## config.mk

```make
export PLATFORM = sky130hd
export DESIGN_NAME = etsm_front
export DESIGN_NICKNAME = d
export VERILOG_FILES = /design/src/etsm_pkg.sv /design/src/etsm_front.sv
export SDC_FILE = /design/constraint.sdc
export NUM_CORES = 1
export LEC_CHECK = 0
export BUFFER_PORTS_ARGS = -buffer_cell sky130_fd_sc_hd__buf_2
export CAP_MARGIN = 20
export CORE_UTILIZATION = 60
export DETAILED_ROUTE_END_ITERATION = 10
export GPL_TIMING_DRIVEN = 0
export PLACE_DENSITY = 0.88
export SETUP_SLACK_MARGIN = 0.15
export SKIP_CTS_REPAIR_TIMING = 1
export SYNTH_ARGS = -nofsm -noshare
export SYNTH_HDL_FRONTEND = slang
export SYNTH_SLANG_ARGS = --single-unit
```

## constraint.sdc

```tcl
create_clock -name clk -period 9.35 [get_ports clk]
set_clock_uncertainty 0.2 [all_clocks]
set_input_delay 1.87 -clock clk [delete_from_list [all_inputs] [get_ports clk]]
set_output_delay 1.87 -clock clk [all_outputs]
set_load 0.005 [all_outputs]
```

## src/etsm_pkg.sv

```systemverilog
// Shared opcodes, field widths, limits and config indices for the event time surface block.
`timescale 1ns / 1ps
package etsm_pkg;

  localparam int OP_W    = 2;
  localparam int TS_W    = 32;
  localparam int POS_W   = 11;
  localparam int CNT_W   = 8;
  localparam int MEAN_W  = 32;
  localparam int LIMIT_W = 9;

  typedef logic [OP_W-1:0] op_t;

  localparam op_t OP_ACC   = 2'd0;
  localparam op_t OP_READ  = 2'd1;
  localparam op_t OP_CLEAR = 2'd2;
  localparam op_t OP_NOP   = 2'd3;

  localparam logic [CNT_W-1:0] CNT_MAX   = 8'd255;
  localparam logic [23:0]      DT_MAX_US = 24'hFFFFFF;

  localparam logic CFG_COL = 1'b0;
  localparam logic CFG_ROW = 1'b1;

endpackage

```

## src/etsm_front.sv

```systemverilog
// Front part: holds the limits and start time, classifies each request.
`timescale 1ns / 1ps
`default_nettype none
module etsm_front #(
  parameter int MAX_COLS = 256,
  parameter int MAX_ROWS = 256,
  parameter int ADDR_W   = 16
) (
  input  wire                        clk,
  input  wire                        rst_n,
  input  wire                        cfg_we,
  input  wire                        cfg_index,
  input  wire [etsm_pkg::LIMIT_W-1:0] cfg_wdata,
  input  wire                        accept,
  input  wire [etsm_pkg::OP_W-1:0]   op,
  input  wire [etsm_pkg::POS_W-1:0]  pos_x,
  input  wire [etsm_pkg::POS_W-1:0]  pos_y,
  input  wire [etsm_pkg::TS_W-1:0]   ts,
  output logic                       inb,
  output logic [ADDR_W-1:0]          addr,
  output logic [31:0]                dtq
);
  import etsm_pkg::*;

  localparam logic [11:0] MAXC = 12'(MAX_COLS);
  localparam logic [11:0] MAXR = 12'(MAX_ROWS);

  logic [LIMIT_W-1:0] col_limit_r, row_limit_r;
  logic [TS_W-1:0]    start_r, start_nxt;
  logic               cap_r, cap_nxt;
  logic [11:0]        cl, rl;
  logic [TS_W-1:0]    base, dtw;
  logic [23:0]        dt24;

  always_ff @(posedge clk) begin
    if (!rst_n) begin
      col_limit_r <= 9'd256;
      row_limit_r <= 9'd256;
      start_r     <= '0;
      cap_r       <= 1'b0;
    end else begin
      if (cfg_we && cfg_index == CFG_COL) begin
        col_limit_r <= cfg_wdata;
      end
      if (cfg_we && cfg_index == CFG_ROW) begin
        row_limit_r <= cfg_wdata;
      end
      start_r <= start_nxt;
      cap_r   <= cap_nxt;
    end
  end

  always_comb begin
    cl = (12'(col_limit_r) > MAXC) ? MAXC : 12'(col_limit_r);
    rl = (12'(row_limit_r) > MAXR) ? MAXR : 12'(row_limit_r);
    inb  = ({1'b0, pos_x} < cl) && ({1'b0, pos_y} < rl);
    addr = ADDR_W'(32'(pos_y) * 32'(MAX_COLS) + 32'(pos_x));
    // The first accumulate after a clear is its own start, so its dt is zero.
    base = cap_r ? start_r : ts;
    dtw  = ts - base;
    dt24 = (dtw > 32'(DT_MAX_US)) ? DT_MAX_US : dtw[23:0];
    dtq  = {dt24, 8'd0};

    start_nxt = start_r;
    cap_nxt   = cap_r;
    if (accept) begin
      if (op == OP_ACC && !cap_r) begin
        start_nxt = ts;
        cap_nxt   = 1'b1;
      end else if (op == OP_CLEAR) begin
        start_nxt = '0;
        cap_nxt   = 1'b0;
      end
    end
  end

endmodule
`default_nettype wire

```

==> results by group <==
Status
  • Outcome: completed

Die
  • Chip Height: 93.6 um
  • Die ar.: 8770 um2
  • Initial Util: 61.6%
  • Core Box Area: just over 8000 um2
  • IO Count: 119
  • Die width: 93.6 um
  • Row Count: 33

Clock tree
  • Clk slew on worst S/H paths: roughly 0.11 ns
  • Clk Latency, worst-skew pair: approximately 0.33 ns
  • H-tree depth: 2
  • Cts bufs inserted: 5
  • Num Clock Sinks: 51
  • CTS tree: built
  • Root Buffer: clkbuf_8
  • Clock tree buffer depth: 2

Global route
  • Antenna violations before repair: 0
  • Vias in the first global route: between 4000 and 5000
  • Total track usage: 31.3%
  • Largest net degree at the start of global routing: 19
  • Global-route wire length before repair: roughly 22000 um
  • Total grt overflow: 0

Yosys
  • Sequential area share after synthesis: around 20%
  • FFs w/ async S/R, synth: 0%
  • EDFF count, synth: 0
  • Syn Area/Cell: between 7 and 8 um2
  • Synthesized area: 5040 um2
  • Mapped Cells: between 600 and 700
  • Top FF cell, synth: dfxtp_1
  • #FFs+latches synth: a little over 50
  • Count of different cell masters after synthesis: 60
  • YS warnings: 0

Power and ir drop
  • P_leak: 2.34 nW
  • Clock share of power: a little over a fifth
  • Reg power frac: about a third
  • Switch Pwr: 0.000279 W
  • Switching share of power: approximately two fifths
  • Comb power frac: 45.0%
  • Int Power: 0.000404 W
  • Maximum vdd drop: 0.0000702 V
  • Pwr/cell area: 117 nW/um2

Route
  • Routed vias: 5127
  • Routed Antenna Nets: 0
  • Drt wl/cell: 15.5 um
  • Drc violations: 0
  • DR iter-0 viols: 299
  • DRT Pass-1 Iters: 5
  • Routed WL: 13400 um
  • Avg Vias per Cell: 5.93

Timing
  • Setup TNS Final: 0 ns
  • RSZ-0062 raised after global routing: no
  • Worst slew pin tran: 0.846 ns
  • Final Hold Viols: 0
  • Count of final setup violators: 0
  • Fmax: 125 MHz
  • Crit path time final: roughly 8 ns
  • Max-slew violations: 0
  • Fin crit share: 85.4%
  • Worst rel slew slack: 43.6%

Worst setup path
  • Crit end category: output port
  • Crit-path max FO: 10
  • Worst EP required: roughly 7.3 ns
  • Worst setup path class: input pin to output port
  • Worst path arrival time: 5.91 ns
  • Critical Path Start Type: input pin

Cells and area
  • Post-route cell area: 5840 um2
  • Layout cells sized above 1: 22.1%
  • Syn-to-layout area delta: 16.0%
  • Fillers: 670
  • NumNets Final: 884
  • N_diodes: 0

Placed design
  • Placer Congestion: approximately 0.9
  • Half-perimeter wire length after placement: approximately 11000 um
  • Area after DPL: around 5700 um2
  • IO Port Bufs: 110

Hold path
  • Hold Crit Class: flip-flop to flip-flop

Run
  • Max-cap viol count: 0
layout make-up:
type,count,area [um2],area share (%)
timing repair buffer,110,551,9.42
tap,105,131,2.25
clock inverter,3,27.5,0.471
clock buffer,5,68.8,1.18
buffer,46,251,4.30
multi-input combinational,526,3720,63.7
sequential,51,1020,17.5
inverter,18,67.6,1.16
Yosys cell counts (3+ instances only):
library cell  number  area share [%]
o31a_1             3            0.52
mux2i_1           30             6.0
a21oi_1           40             4.0
nand2_1           85             6.3
ha_1              54              13
o21bai_1           4            0.60
a21o_1             9             1.3
o21a_1             7             1.0
nor2b_1           44             5.5
xor2_1             9             1.6
a21boi_0          19             2.8
o22ai_1            3            0.37
or3_1              3            0.37
nand2b_1           7            0.87
a22oi_1           33             4.9
buf_2              3            0.30
o211ai_1           5            0.75
a211oi_1           5            0.75
nor2_1            27             2.0
xnor2_1           21             3.7
inv_1             16             1.2
nand4_1            9             1.1
clkbuf_1          24             1.8
nor3_1            10            0.99
nand3_1            7            0.70
nand3_2           20             4.0
o21ai_1            7            0.70
buf_4             16             2.4
dfxtp_1           51              20
o21ai_0           23             2.3
kinds of logic (layout without fill, tap and decap cells):
| group | Yosys count | after routing | share of synthesized area, % |
|---|---|---|---|
| AND/OR/NAND/NOR | 221 | 221 | 23.3 |
| AO/OA/AOI/OAI | 178 | 178 | 23.8 |
| buffers and inverters | 64 | 182 | 6.33 |
| adder cells (fa/ha/maj) | 56 | 56 | 14.2 |
| flip-flops | 51 | 51 | 20.3 |
| multiplexers | 32 | 32 | 6.48 |
| XOR/XNOR | 31 | 31 | 5.54 |
| other | 1 | 8 | 0.0744 |
metal layers:
layer | up-vias | part of all wire (%) | GRT usage, % | wire length, um
li1 | 2502 | - | - | -
met3 | 20 | 6.2 | 3.90 | 828
met1 | 2399 | 43 | 39.1 | 5750
met2 | 206 | 49 | 56.1 | 6630
met4 | 0 | 1.7 | 8.85 | 222
met5 | - | 0 | 0 | 0
registers in the layout, indices dropped and copies added (netlist names):
register and cells:
col_limit_r 9, start_r 32, cap_r 1, row_limit_r 9
critical path: stages:
cell,delay [ns]
buf_2,0.14
a21boi_0,0.37
inv_1,0.11
fa_1,0.44
nand2b_1,0.18
a21o_1,0.20
a21oi_1,0.35
a2111oi_2,0.16
o21a_1,0.24
o31ai_1,0.44
mux2_4,0.35
a21oi_2,0.42
buf_2,0.38
nand3_2,0.12
buf_2,0.14
per-stage QoR:
stage          worst slack, ns  util (%)  total power [W]  instances  hold WS [ns]
2_1_floorplan             2.50         -         0.000453        641         0.243
3_3_place_gp              1.55      70.3         0.000525        856         0.253
5_1_grt                   1.13      71.5         0.000725        864         0.308
6_report                  1.37      71.5         0.000683        864         0.272
4_1_cts                   1.46      71.5         0.000680        864         0.272
3_5_place_dp              1.47      70.3         0.000535        856         0.257
power groups by stage:
| stage | clock network [W] | logic, W | registers, W |
|---|---|---|---|
| floorplan | 0 | 0.000220 | 0.000233 |
| global route | 0.000156 | 0.000339 | 0.000230 |
| finish | 0.000146 | 0.000308 | 0.000229 |
| detailed placement | 0 | 0.000301 | 0.000234 |
| global placement | 0 | 0.000291 | 0.000234 |
| CTS | 0.000147 | 0.000303 | 0.000229 |
path summary, 6_finish.rpt:
| path | start | to | slack, ns | depth (start not counted) |
|---|---|---|---|---|
| min reg2reg | col_limit_r[2] | col_limit_r[2] | 0.27 | 2 |
| min | col_limit_r[2] | col_limit_r[2] | 0.27 | 2 |
| max reg2reg | cap_r | start_r[2] | 7.23 | 5 |
| max | ts[1] | dtq[17] | 1.37 | 15 |
placed cells by master, fill, tap and decap left out, drive strengths merged, types with 3 or more instances in the layout:
cell     synthesis  routed
nand3           27      27
conb             1       8
buf             22     132
a21oi           42      42
o22ai            3       3
mux2i           30      30
dfxtp           51      51
a2111oi          3       3
nand2b           7       7
nand2           85      85
a211oi           6       6
xnor2           22      22
ha              54      54
o21ai           30      30
o31a             3       3
or3              3       3
o21a             7       7
nor2            27      27
o211ai           5       5
xor2             9       9
o21bai           4       4
clkbuf          24      29
inv             16      18
nor3            10      10
nor2b           44      44
a21o             9       9
a22oi           33      33
nand4            9       9
a21boi          19      19
No activity file was read; power rests on OpenSTA's default activity.
