<file path="config.mk">
export PLATFORM = sky130hd
export DESIGN_NAME = etsm_fifo
export DESIGN_NICKNAME = d
export VERILOG_FILES = /design/src/etsm_fifo.sv
export SDC_FILE = /design/constraint.sdc
export NUM_CORES = 1
export LEC_CHECK = 0
export BUFFER_PORTS_ARGS = -buffer_cell sky130_fd_sc_hd__buf_2
export CAP_MARGIN = 15
export CORE_MARGIN = 3
export CORE_UTILIZATION = 55
export CTS_CLUSTER_SIZE = 8
export DETAILED_ROUTE_END_ITERATION = 7
export PLACE_DENSITY = 0.81
export SYNTH_ARGS = -nofsm -noshare
export SYNTH_HDL_FRONTEND = slang
export SYNTH_SLANG_ARGS = --single-unit
</file>
<file path="constraint.sdc">
create_clock -name clk -period 5.4 [get_ports clk]
set_input_delay 1.08 -clock clk [delete_from_list [all_inputs] [get_ports clk]]
set_output_delay 1.08 -clock clk [all_outputs]
set_load 0.03 [all_outputs]
</file>
<file path="src/etsm_fifo.sv">
// Two-entry request queue between the front and back parts.
`timescale 1ns / 1ps
`default_nettype none
module etsm_fifo #(
  parameter int WIDTH = 32
) (
  input  wire              clk,
  input  wire              rst_n,
  input  wire              push,
  input  wire [WIDTH-1:0]  din,
  input  wire              pop,
  output logic [WIDTH-1:0] dout,
  output logic             full,
  output logic             empty
);

  logic [WIDTH-1:0] mem_r [2];
  logic             wptr_r, rptr_r;
  logic [1:0]       cnt_r;

  always_ff @(posedge clk) begin
    if (!rst_n) begin
      wptr_r <= 1'b0;
      rptr_r <= 1'b0;
      cnt_r  <= 2'd0;
    end else begin
      if (push) begin
        wptr_r <= ~wptr_r;
      end
      if (pop) begin
        rptr_r <= ~rptr_r;
      end
      if (push && !pop) begin
        cnt_r <= cnt_r + 2'd1;
      end else if (pop && !push) begin
        cnt_r <= cnt_r - 2'd1;
      end
    end
    if (push) begin
      mem_r[wptr_r] <= din;
    end
  end

  assign dout  = mem_r[rptr_r];
  assign full  = (cnt_r == 2'd2);
  assign empty = (cnt_r == 2'd0);

endmodule
`default_nettype wire

</file>
==> results of run 1 <==
## synthesized netlist by cell type
library cell	number
a21boi_1	1
and2_1	4
and2b_2	1
buf_4	3
clkbuf_2	1
dfxtp_1	5
edfxtp_1	64
ha_1	1
inv_1	1
mux2_1	2
mux2_2	30
nor2_1	1
nor2b_1	2
o21a_1	1
o21ai_0	1
or3_1	1
xnor2_1	1
xor2_1	2
## per-layer routing
| metal | vias up | part of all wire, % | wire length (um) | global-route usage [%] |
|---|---|---|---|---|
| met4 | 0 | 1.7 | 71 | 9.66 |
| met2 | 45 | 53 | 2220 | 27.1 |
| met1 | 644 | 39 | 1640 | 19.6 |
| li1 | 628 | - | - | - |
| met3 | 9 | 6.5 | 273 | 4.51 |
| met5 | - | 0 | 0 | 0 |
## cell families after synthesis
group	synth area share, %
DFF	80.0
muxes	14.3
and+or+nand+nor	2.23
buffers and inverters	1.24
AOI/OAI and AO/OA	0.792
xor gates and xnor gates	1.04
adders and majority gates	0.495
## critical path, cell delays in order (launching register included)
cell	delay (ns)
dfxtp_1	0.44
buf_4	0.38
mux2_2	0.39
buf_2	0.18
## layout make-up
cell class | count | area, sq um
multi-input combinational | 48 | 483
sequential | 69 | 2020
clock inverter | 3 | 43.8
clock buffer | 13 | 159
tap | 52 | 65.1
fill | 281 | 1250
inverter | 1 | 3.75
timing repair buffer | 71 | 360
## final timing paths
check / startpoint / endpoint / slack [ns] / cells past startpoint
hold / removal: cnt_r[1] / cnt_r[1] / 0.52 / 2
hold reg to reg: cnt_r[1] / cnt_r[1] / 0.52 / 2
setup reg to reg: wptr_r / mem_r[0][8] / 3.94 / 1
setup / recovery: register / dout[7] / 2.60 / 3
## metrics by stage
stage	power, W	setup slack (ns)	hold WS [ns]
2_1_floorplan	0.000751	2.42	0.466
3_3_place_gp	0.000796	2.95	0.473
3_5_place_dp	0.000803	2.94	0.512
4_1_cts	0.00121	2.56	0.523
5_1_grt	0.00125	2.50	0.557
6_report	0.00120	2.60	0.524
## flip-flops by register name (all words and copies together), names as in the netlist, named ones only
| register | flops |
|---|---|
| mem_r | 64 |
| wptr_r | 1 |
| rptr_r | 1 |
| cnt_r | 2 |
## power by group through the flow
stage                     Sequential [W]  Clock [W]  Combinational [W]
after floorplan                 0.000634          0           0.000117
final                           0.000626   0.000413           0.000163
after CTS                       0.000627   0.000422           0.000165
after global routing            0.000629   0.000449           0.000174
after detailed placement        0.000639          0           0.000164
after global placement          0.000636          0           0.000160
==> reports/results.txt, run 1 <==
Ys Warns -> 0
Die Ht -> 73.8 um
share of the synthesized area in the top cell type -> 76.0%
FF+latch count, synth -> 69
Synth Instances -> 122
H-tree lvl count -> 3
Clock Tree Buf Depth -> 2
drt pass-1 iters -> 4
Final Core Density -> 71.5%
Via density -> 5.16
critical path launch point type -> register
final instance area -> 0.00314 sq mm
post-route ant nets -> 0
Port Buffers -> 69
fin nets -> 237
largest net degree at the start of global routing -> 34
NetSw -> 0.000286 W
post_cts resized -> 0
Vias -> 1326
sequential share of power -> 52.1%
dpl cells -> 241
most frequent cells in the layout -> buf_2 (69), edfxtp_1 (64), mux2_2 (30), clkbuf_8 (11), dfxtp_1 (5)
global route overflow -> 0
Core Area -> 0.00438 sq mm
clock power share -> 34.3%
unrepaired setup endpoints after global routing -> false
row cnt -> 24
Finish-stage setup viols -> 0
Post-CTS Hold Buffers -> 0
Worst Max-Slew Pin Slew -> 0.927 ns
status -> finished, final reports clean
Crit. End Element -> output port
Syn Std Cell Area -> 0.00253 sq mm
leakage -> 1.21 nW
area delta synth->final -> 24.0%
skew final -> 0.00783 ns
CTS buffer count -> 9
clock sink total -> 69
VDD IR max -> 0.000220 V
Final Hold Vio Count -> 0
Tightest Hold Check Type -> reg -> reg
Sw Share -> 23.8%
required time worst endpoint -> 4.32 ns
vias in the first global route -> 1312
Synth area leader -> edfxtp_1
drt total wl -> 4210 um
post-CTS setup repair buffer count -> 0
worst rel slew slack -> 38.1%
register area share after synthesis -> 80.0%
top post-synthesis cells by area -> edfxtp_1 (76%), mux2_2 (13%), dfxtp_1 (4.0%)
syn_nets -> 159
CTS tree -> yes
Power Density -> 383 mW/mm^2
initial antenna violation count -> 0
CP Class -> reg -> out
die area -> 0.00545 sq mm
DR iter-0 viols -> 88
most common cell after layout, fill and taps aside -> buf_2
die width -> 73.8 um
Slew Viols, Final -> 0
initial core utilization -> 57.7%
placer congestion estimate -> 0.696
wire length per cell -> 16.4 um
Final Non-Filler Cells -> 257
clock period minus worst slack -> 2.80 ns
first-pass GRT wire length -> 6330 um
boundary pin count -> 70
Cell Int Power -> 0.000916 W
clock slew at reported path FFs -> 0.07 ns
share of cells above drive strength 1 -> 57.1%
Avg Inst Size Synth -> 20.7 sq um
Residual DRC -> 0
HPWL Detailed -> 2900 um
Final period util -> 51.9%
Worst-Skew Late Latency -> 0.32 ns
overall routing resource usage -> 16.6%
Critical Path AT -> 1.72 ns
TNS Setup -> 0 ns
max cap viols -> 0
Post-DP Area -> 0.00293 sq mm
# diodes -> 0
achievable frequency -> 0.357 GHz
clk root buf -> clkbuf_8
post-synthesis cell type count -> 18
CP Max Fanout -> 27
Comb pwr share -> 13.5%
Note: power is estimated with default switching activity, not from simulation.
==> inputs of run 2 (changes only) <==
--- a/config.mk
+++ b/config.mk
@@ -8,10 +8,10 @@
 export BUFFER_PORTS_ARGS = -buffer_cell sky130_fd_sc_hd__buf_2
 export CAP_MARGIN = 15
 export CORE_MARGIN = 3
-export CORE_UTILIZATION = 55
+export CORE_UTILIZATION = 51
 export CTS_CLUSTER_SIZE = 8
 export DETAILED_ROUTE_END_ITERATION = 7
-export PLACE_DENSITY = 0.81
+export PLACE_DENSITY = 0.76
 export SYNTH_ARGS = -nofsm -noshare
 export SYNTH_HDL_FRONTEND = slang
 export SYNTH_SLANG_ARGS = --single-unit
==> constraint.sdc (replaced) <==
create_clock -name clk -period 2.9 [get_ports clk]
set_input_delay 0.58 -clock clk [delete_from_list [all_inputs] [get_ports clk]]
set_output_delay 0.58 -clock clk [all_outputs]
set_load 0.03 [all_outputs]
==> reports/results.txt, run 2 (synthesis gave the netlist of run 1 again) <==
wire length per cell -> 16.1 um (was 16.4 um)
overall routing resource usage -> 16.7% (was 16.6%)
Residual DRC -> 0 (unchanged)
routed metal-1 wirelength -> 1820 um (was 1640 um)
DR iter-0 viols -> 46 (was 88)
clk root buf -> clkbuf_8 (unchanged)
Post-CTS Hold Buffers -> 0 (unchanged)
Slew Viols, Final -> 0 (unchanged)
Top reg by flops -> mem_r (unchanged)
die area -> 0.00584 sq mm (was 0.00545 sq mm)
Slowest Stage Delay on Critical Path -> 0.41 ns (was 0.44 ns)
CP Max Fanout -> 29 (was 27)
drt pass-1 iters -> 4 (unchanged)
boundary pin count -> 70 (unchanged)
pre-CTS WS -> 0.976 ns (was 2.94 ns)
leakage -> 1.21 nW (about the same)
global route overflow -> 0 (unchanged)
fin nets -> 239 (was 237)
Via density -> 4.89 (was 5.16)
Worst-Skew Late Latency -> 0.33 ns (was 0.32 ns)
Final Hold Vio Count -> 0 (unchanged)
CP bufs+invs -> 2 (unchanged)
Vias -> 1331 (was 1326)
required time worst endpoint -> 2.32 ns (was 4.32 ns)
H-tree lvl count -> 3 (unchanged)
Finish-stage setup viols -> 0 (unchanged)
top flop regs -> mem_r: 64 flops, cnt_r: 2 flops (unchanged)
Crit. End Element -> output port (unchanged)
status -> finished, final reports clean (unchanged)
drt total wl -> 4390 um (was 4210 um)
worst setup margin -> 0.615 ns (was 2.60 ns)
HPWL Detailed -> 2970 um (was 2900 um)
skew final -> 0.00453 ns (was 0.00783 ns)
Power Density -> 698 mW/mm^2 (was 383 mW/mm^2)
row cnt -> 24 (unchanged)
Largest register FFs -> 64 (unchanged)
Core Area -> 0.00456 sq mm (was 0.00438 sq mm)
# diodes -> 0 (unchanged)
crit path max-delay cell type -> dfxtp_1 (unchanged)
most common cell after layout, fill and taps aside -> buf_2 (unchanged)
Die Ht -> 76.4 um (was 73.8 um)
largest net degree at the start of global routing -> 31 (was 34)
achievable frequency -> 0.438 GHz
hold path depth -> 1 (was 2)
Final period util -> 78.8%
CP Class -> reg -> out (unchanged)
area delta synth->final -> 24.8% (was 24.0%)
unrepaired setup endpoints after global routing -> false (unchanged)
R2R depth -> 2 (was 1)
most frequent cells in the layout -> buf_2 (69), edfxtp_1 (64), mux2_2 (30), clkbuf_8 (9), dfxtp_1 (5) (was buf_2 (69), edfxtp_1 (64), mux2_2 (30), clkbuf_8 (11), dfxtp_1 (5))
met2 wire length -> 2270 um (was 2220 um)
post-route ant nets -> 0 (unchanged)
placer congestion estimate -> 0.712 (was 0.696)
CTS buffer count -> 9 (unchanged)
clock slew at reported path FFs -> 0.07 ns (about the same)
share of cells above drive strength 1 -> 58.0% (was 57.1%)
initial antenna violation count -> 0 (unchanged)
worst rel slew slack -> 72.9% (was 38.1%)
Port Buffers -> 69 (unchanged)
max cap viols -> 0 (unchanged)
clock sink total -> 69 (unchanged)
die width -> 76.4 um (was 73.8 um)
VDD IR max -> 0.000452 V (was 0.000220 V)
Critical Path AT -> 1.70 ns (was 1.72 ns)
crit-path leading delay family -> buffers and inverters (unchanged)
Worst Max-Slew Pin Slew -> 0.406 ns (was 0.927 ns)
TNS Setup -> 0 ns (unchanged)
Clock Tree Buf Depth -> 2 (unchanged)
post_cts resized -> 0 (unchanged)
post-CTS setup repair buffer count -> 0 (unchanged)
Stages on worst setup path -> 3 (unchanged)
met3 wire length -> 234 um (was 273 um)
vias in the first global route -> 1408 (was 1312)
initial core utilization -> 55.4% (was 57.7%)
critical path launch point type -> register (unchanged)
Tightest Hold Check Type -> in -> reg (was reg -> reg)
CTS tree -> yes (unchanged)
clock period minus worst slack -> 2.28 ns
Top Metal Used -> met4 (unchanged)
first-pass GRT wire length -> 7270 um (was 6330 um)
crit-path cells -> buf_4 > mux2_2 > buf_2 (unchanged)
## run 2: cell types whose count changed in the layout (fill, tap and decap cells not counted)
cell,before,now
buf_4,2,4
clkbuf_1,2,0
clkbuf_8,11,9
clkinv_1,0,1
clkinv_2,1,2
clkinv_4,1,0
clkinvlp_4,0,3
## run 2: power breakdown
part           internal [W]  switching [W]
clock network      0.000390       0.000338
registers           0.00115      0.0000184
logic              0.000114       0.000193
total               0.00165       0.000550
## run 2: metal layers
metal  track usage, %  vias up
met5                0        -
met4             9.78        0
met3             5.20        6
met2             26.7       46
met1             19.8      648
li1                 -      631
## run 2: final cells by class
| class | count | area (sq um) |
|---|---|---|
| Multi-Input combinational cell | 48 | 483 |
| Fill cell | 342 | 1410 |
| Sequential cell | 69 | 2020 |
| Inverter | 1 | 3.75 |
| Tap cell | 65 | 81.3 |
| Clock buffer | 9 | 124 |
| Timing Repair Buffer | 73 | 375 |
| Clock inverter | 7 | 66.3 |
## run 2: worst paths after layout
kind | start | end | slack [ns]
max reg2reg | wptr_r | mem_r[0][21] | 1.64
max | register | dout[6] | 0.62
min reg2reg | cnt_r[1] | cnt_r[1] | 0.52
min | din[5] | mem_r[0][5] | 0.43
## run 2: per-stage QoR
stage | power, W | instance area, sq um | utilization (%) | cells | hold WS, ns
6_report | 0.00220 | 3160 | 69.1 | 272 | 0.435
5_1_grt | 0.00230 | 3160 | 69.1 | 272 | 0.406
4_1_cts | 0.00223 | 3160 | 69.1 | 272 | 0.413
3_5_place_dp | 0.00150 | 2970 | 65.0 | 256 | 0.518
3_3_place_gp | 0.00149 | 2970 | 65.0 | 256 | 0.477
2_1_floorplan | 0.00140 | 2530 | - | 122 | 0.466
==> inputs of run 3 (changes only) <==
--- a/config.mk
+++ b/config.mk
@@ -5,13 +5,14 @@
 export SDC_FILE = /design/constraint.sdc
 export NUM_CORES = 1
 export LEC_CHECK = 0
+export ABC_AREA = 1
 export BUFFER_PORTS_ARGS = -buffer_cell sky130_fd_sc_hd__buf_2
 export CAP_MARGIN = 15
 export CORE_MARGIN = 3
-export CORE_UTILIZATION = 51
+export CORE_UTILIZATION = 47
 export CTS_CLUSTER_SIZE = 8
 export DETAILED_ROUTE_END_ITERATION = 7
-export PLACE_DENSITY = 0.76
+export PLACE_DENSITY = 0.73
 export SYNTH_ARGS = -nofsm -noshare
 export SYNTH_HDL_FRONTEND = slang
 export SYNTH_SLANG_ARGS = --single-unit
==> constraint.sdc (replaced) <==
create_clock -name clk -period 1.9 [get_ports clk]
set_input_delay 0.38 -clock clk [delete_from_list [all_inputs] [get_ports clk]]
set_output_delay 0.38 -clock clk [all_outputs]
set_load 0.03 [all_outputs]
==> reports/results.txt, run 3 <==
placer congestion estimate -> 0.670 (was 0.712)
Crit. End Element -> output port (unchanged)
Post-synth top flop -> edfxtp_1 (unchanged)
fin nets -> 254 (was 239)
post-CTS setup repair buffer count -> 0 (unchanged)
overall routing resource usage -> 14.2% (was 16.7%)
Vias -> 1370 (was 1331)
Post-CTS Hold Buffers -> 0 (unchanged)
unrepaired setup endpoints after global routing -> false (unchanged)
skew final -> 0.00345 ns (was 0.00453 ns)
Reg area -> 0.00202 sq mm (about the same)
Worst-Skew Late Latency -> 0.32 ns (was 0.33 ns)
Power Density -> 965 mW/mm^2 (was 698 mW/mm^2)
TNS Setup -> 0 ns (unchanged)
top-count cell post-synth -> edfxtp_1 (unchanged)
FF+latch count, synth -> 69 (unchanged)
most frequent cells in the layout -> buf_2 (69), edfxtp_1 (64), mux2_4 (30), clkbuf_8 (9) (was buf_2 (69), edfxtp_1 (64), mux2_2 (30), clkbuf_8 (9), dfxtp_1 (5))
largest net degree at the start of global routing -> 22 (was 31)
Finish-stage setup viols -> 0 (unchanged)
Die Ht -> 81.7 um (was 76.4 um)
Synth Instances -> 135 (was 122)
Final Core Density -> 61.4% (was 69.1%)
Synth top cells by count -> edfxtp_1 (64), mux2_4 (30), nor2_1 (9) (was edfxtp_1 (64), mux2_2 (30), dfxtp_1 (5))
drt pass-1 iters -> 4 (unchanged)
area delta synth->final -> 21.6% (was 24.8%)
leakage -> 1.35 nW (was 1.21 nW)
CTS buffer count -> 9 (unchanged)
boundary pin count -> 70 (unchanged)
row cnt -> 26 (was 24)
DR iter-0 viols -> 52 (was 46)
clock sink total -> 69 (unchanged)
top post-synthesis cells by area -> edfxtp_1 (71%), mux2_4 (17%), dfxtp_1 (3.7%) (was edfxtp_1 (76%), mux2_2 (13%), dfxtp_1 (4.0%))
register area share after synthesis -> 75.1% (was 80.0%)
Via density -> 4.69 (was 4.89)
Synth async-reset ratio -> 0% (unchanged)
initial core utilization -> 50.5% (was 55.4%)
worst flop-to-flop path startpoint -> wptr_r (unchanged)
Design Power -> 0.00316 W (was 0.00220 W)
VDD IR max -> 0.000572 V (was 0.000452 V)
die area -> 0.00668 sq mm (was 0.00584 sq mm)
clock slew at reported path FFs -> 0.06 ns (was 0.07 ns)
Clock Tree Buf Depth -> 2 (unchanged)
HPWL Detailed -> 3140 um (was 2970 um)
max cap viols -> 0 (unchanged)
Tightest Hold Check Type -> in -> reg (unchanged)
# diodes -> 0 (unchanged)
Core Area -> 0.00534 sq mm (was 0.00456 sq mm)
dpl cells -> 276 (was 256)
fillers -> 427 (was 342)
Slew Viols, Final -> 0 (unchanged)
Port Buffers -> 69 (unchanged)
clock period minus worst slack -> 1.81 ns
post_cts resized -> 0 (unchanged)
Final Hold Vio Count -> 0 (unchanged)
post-synthesis cell type count -> 14 (was 18)
syn_nets -> 172 (was 159)
clk root buf -> clkbuf_8 (unchanged)
H-tree lvl count -> 3 (unchanged)
Ys Warns -> 0 (unchanged)
Post-synth EDFFs -> 64 (unchanged)
Worst Max-Slew Pin Slew -> 0.286 ns (was 0.406 ns)
Critical Path AT -> 1.43 ns (was 1.70 ns)
required time worst endpoint -> 1.52 ns (was 2.32 ns)
CP Max Fanout -> 16 (was 29)
initial antenna violation count -> 0 (unchanged)
first-pass GRT wire length -> 6700 um (was 7270 um)
die width -> 81.7 um (was 76.4 um)
Final period util -> 95.1%
most common cell after layout, fill and taps aside -> buf_2 (unchanged)
Post-DP Area -> 0.00312 sq mm (was 0.00297 sq mm)
final instance area -> 0.00328 sq mm (was 0.00316 sq mm)
Top reg by flops -> mem_r (unchanged)
wire length per cell -> 14.8 um (was 16.1 um)
Synth area leader -> edfxtp_1 (unchanged)
drt total wl -> 4310 um (was 4390 um)
post-route ant nets -> 0 (unchanged)
share of cells above drive strength 1 -> 53.2% (was 58.0%)
critical path launch point type -> register (unchanged)
top flop regs -> mem_r: 64 flops, cnt_r: 2 flops (unchanged)
CTS tree -> yes (unchanged)
vias in the first global route -> 1431 (was 1408)
share of the synthesized area in the top cell type -> 71.3% (was 76.0%)
footprint of the multi-input gates -> 578 sq um (was 483 sq um)
Avg Inst Size Synth -> 20.0 sq um (was 20.7 sq um)
global route overflow -> 0 (unchanged)
Largest register FFs -> 64 (unchanged)
CP Class -> reg -> out (unchanged)
Final Non-Filler Cells -> 292 (was 272)
achievable frequency -> 0.553 GHz
worst rel slew slack -> 81.0% (was 72.9%)
hold path startpoint -> din[12] (was din[5])
status -> finished, final reports clean (unchanged)
Syn Std Cell Area -> 0.00269 sq mm (was 0.00253 sq mm)
Residual DRC -> 0 (unchanged)
run 3: cell types whose count changed in the layout (fill, tap and decap cells not counted), moves of 3 or more:
cell,delta
and2_1,-4
clkbuf_1,+3
clkinv_1,+3
clkinvlp_4,-3
inv_1,+7
mux2_2,-28
mux2_4,+30
nand2_1,+8
nor2_1,+7
run 3: final cells by class:
cell class                      instances  share of cell area [%]
Clock inverter                          4                   0.458
Timing Repair Buffer                   75                    12.4
Inverter                                8                   0.917
Multi-Input combinational cell         54                    17.6
Tap cell                               70                    2.67
Sequential cell                        69                    61.8
Clock buffer                           12                    4.13
run 3: cell families (layout without fill, tap and decap cells):
logic type / count (synthesis) / count (layout) / synth area share, %
flip-flops: 69 / 69 / 75.1
multiplexers: 32 / 32 / 17.6
AND/OR/NAND/NOR: 19 / 19 / 2.79
buffers and inverters: 12 / 99 / 3.76
AO/OA/AOI/OAI: 2 / 2 / 0.371
adder cells (fa/ha/maj): 1 / 1 / 0.464
run 3: worst paths after layout:
kind	end	slack (ns)	cells after the start
worst min-delay path	mem_r[0][12]	0.25	1
worst max register to register	mem_r[1][28]	0.73	3
worst max-delay path	dout[6]	0.09	3
worst min register to register	register	0.51	2
run 3: per-layer routing:
layer  share of wire, %  track usage (%)
met5                  0                0
met4                1.0             7.48
met3                6.4             4.06
met2                 52             24.3
met1                 41             16.1
run 3: metrics by stage:
step | hold WS (ns) | setup WS (ns)
floorplan | 0.463 | 0.255
global placement | 0.475 | 0.370
detailed placement | 0.492 | 0.358
CTS | 0.229 | 0.00395
global route | 0.223 | 0.0291
finish | 0.245 | 0.0933
run 3: worst max-delay path: stages (launching register included):
cell and delay, ns:
dfxtp_2 0.36, buf_6 0.24, mux2_4 0.33, buf_2 0.18
run 3: power breakdown:
part           switching [W]  internal, W  leakage (nW)
clock               0.000453     0.000457        0.0745
sequential         0.0000269      0.00175         0.643
combinational       0.000280     0.000192         0.636
total               0.000759      0.00240          1.35
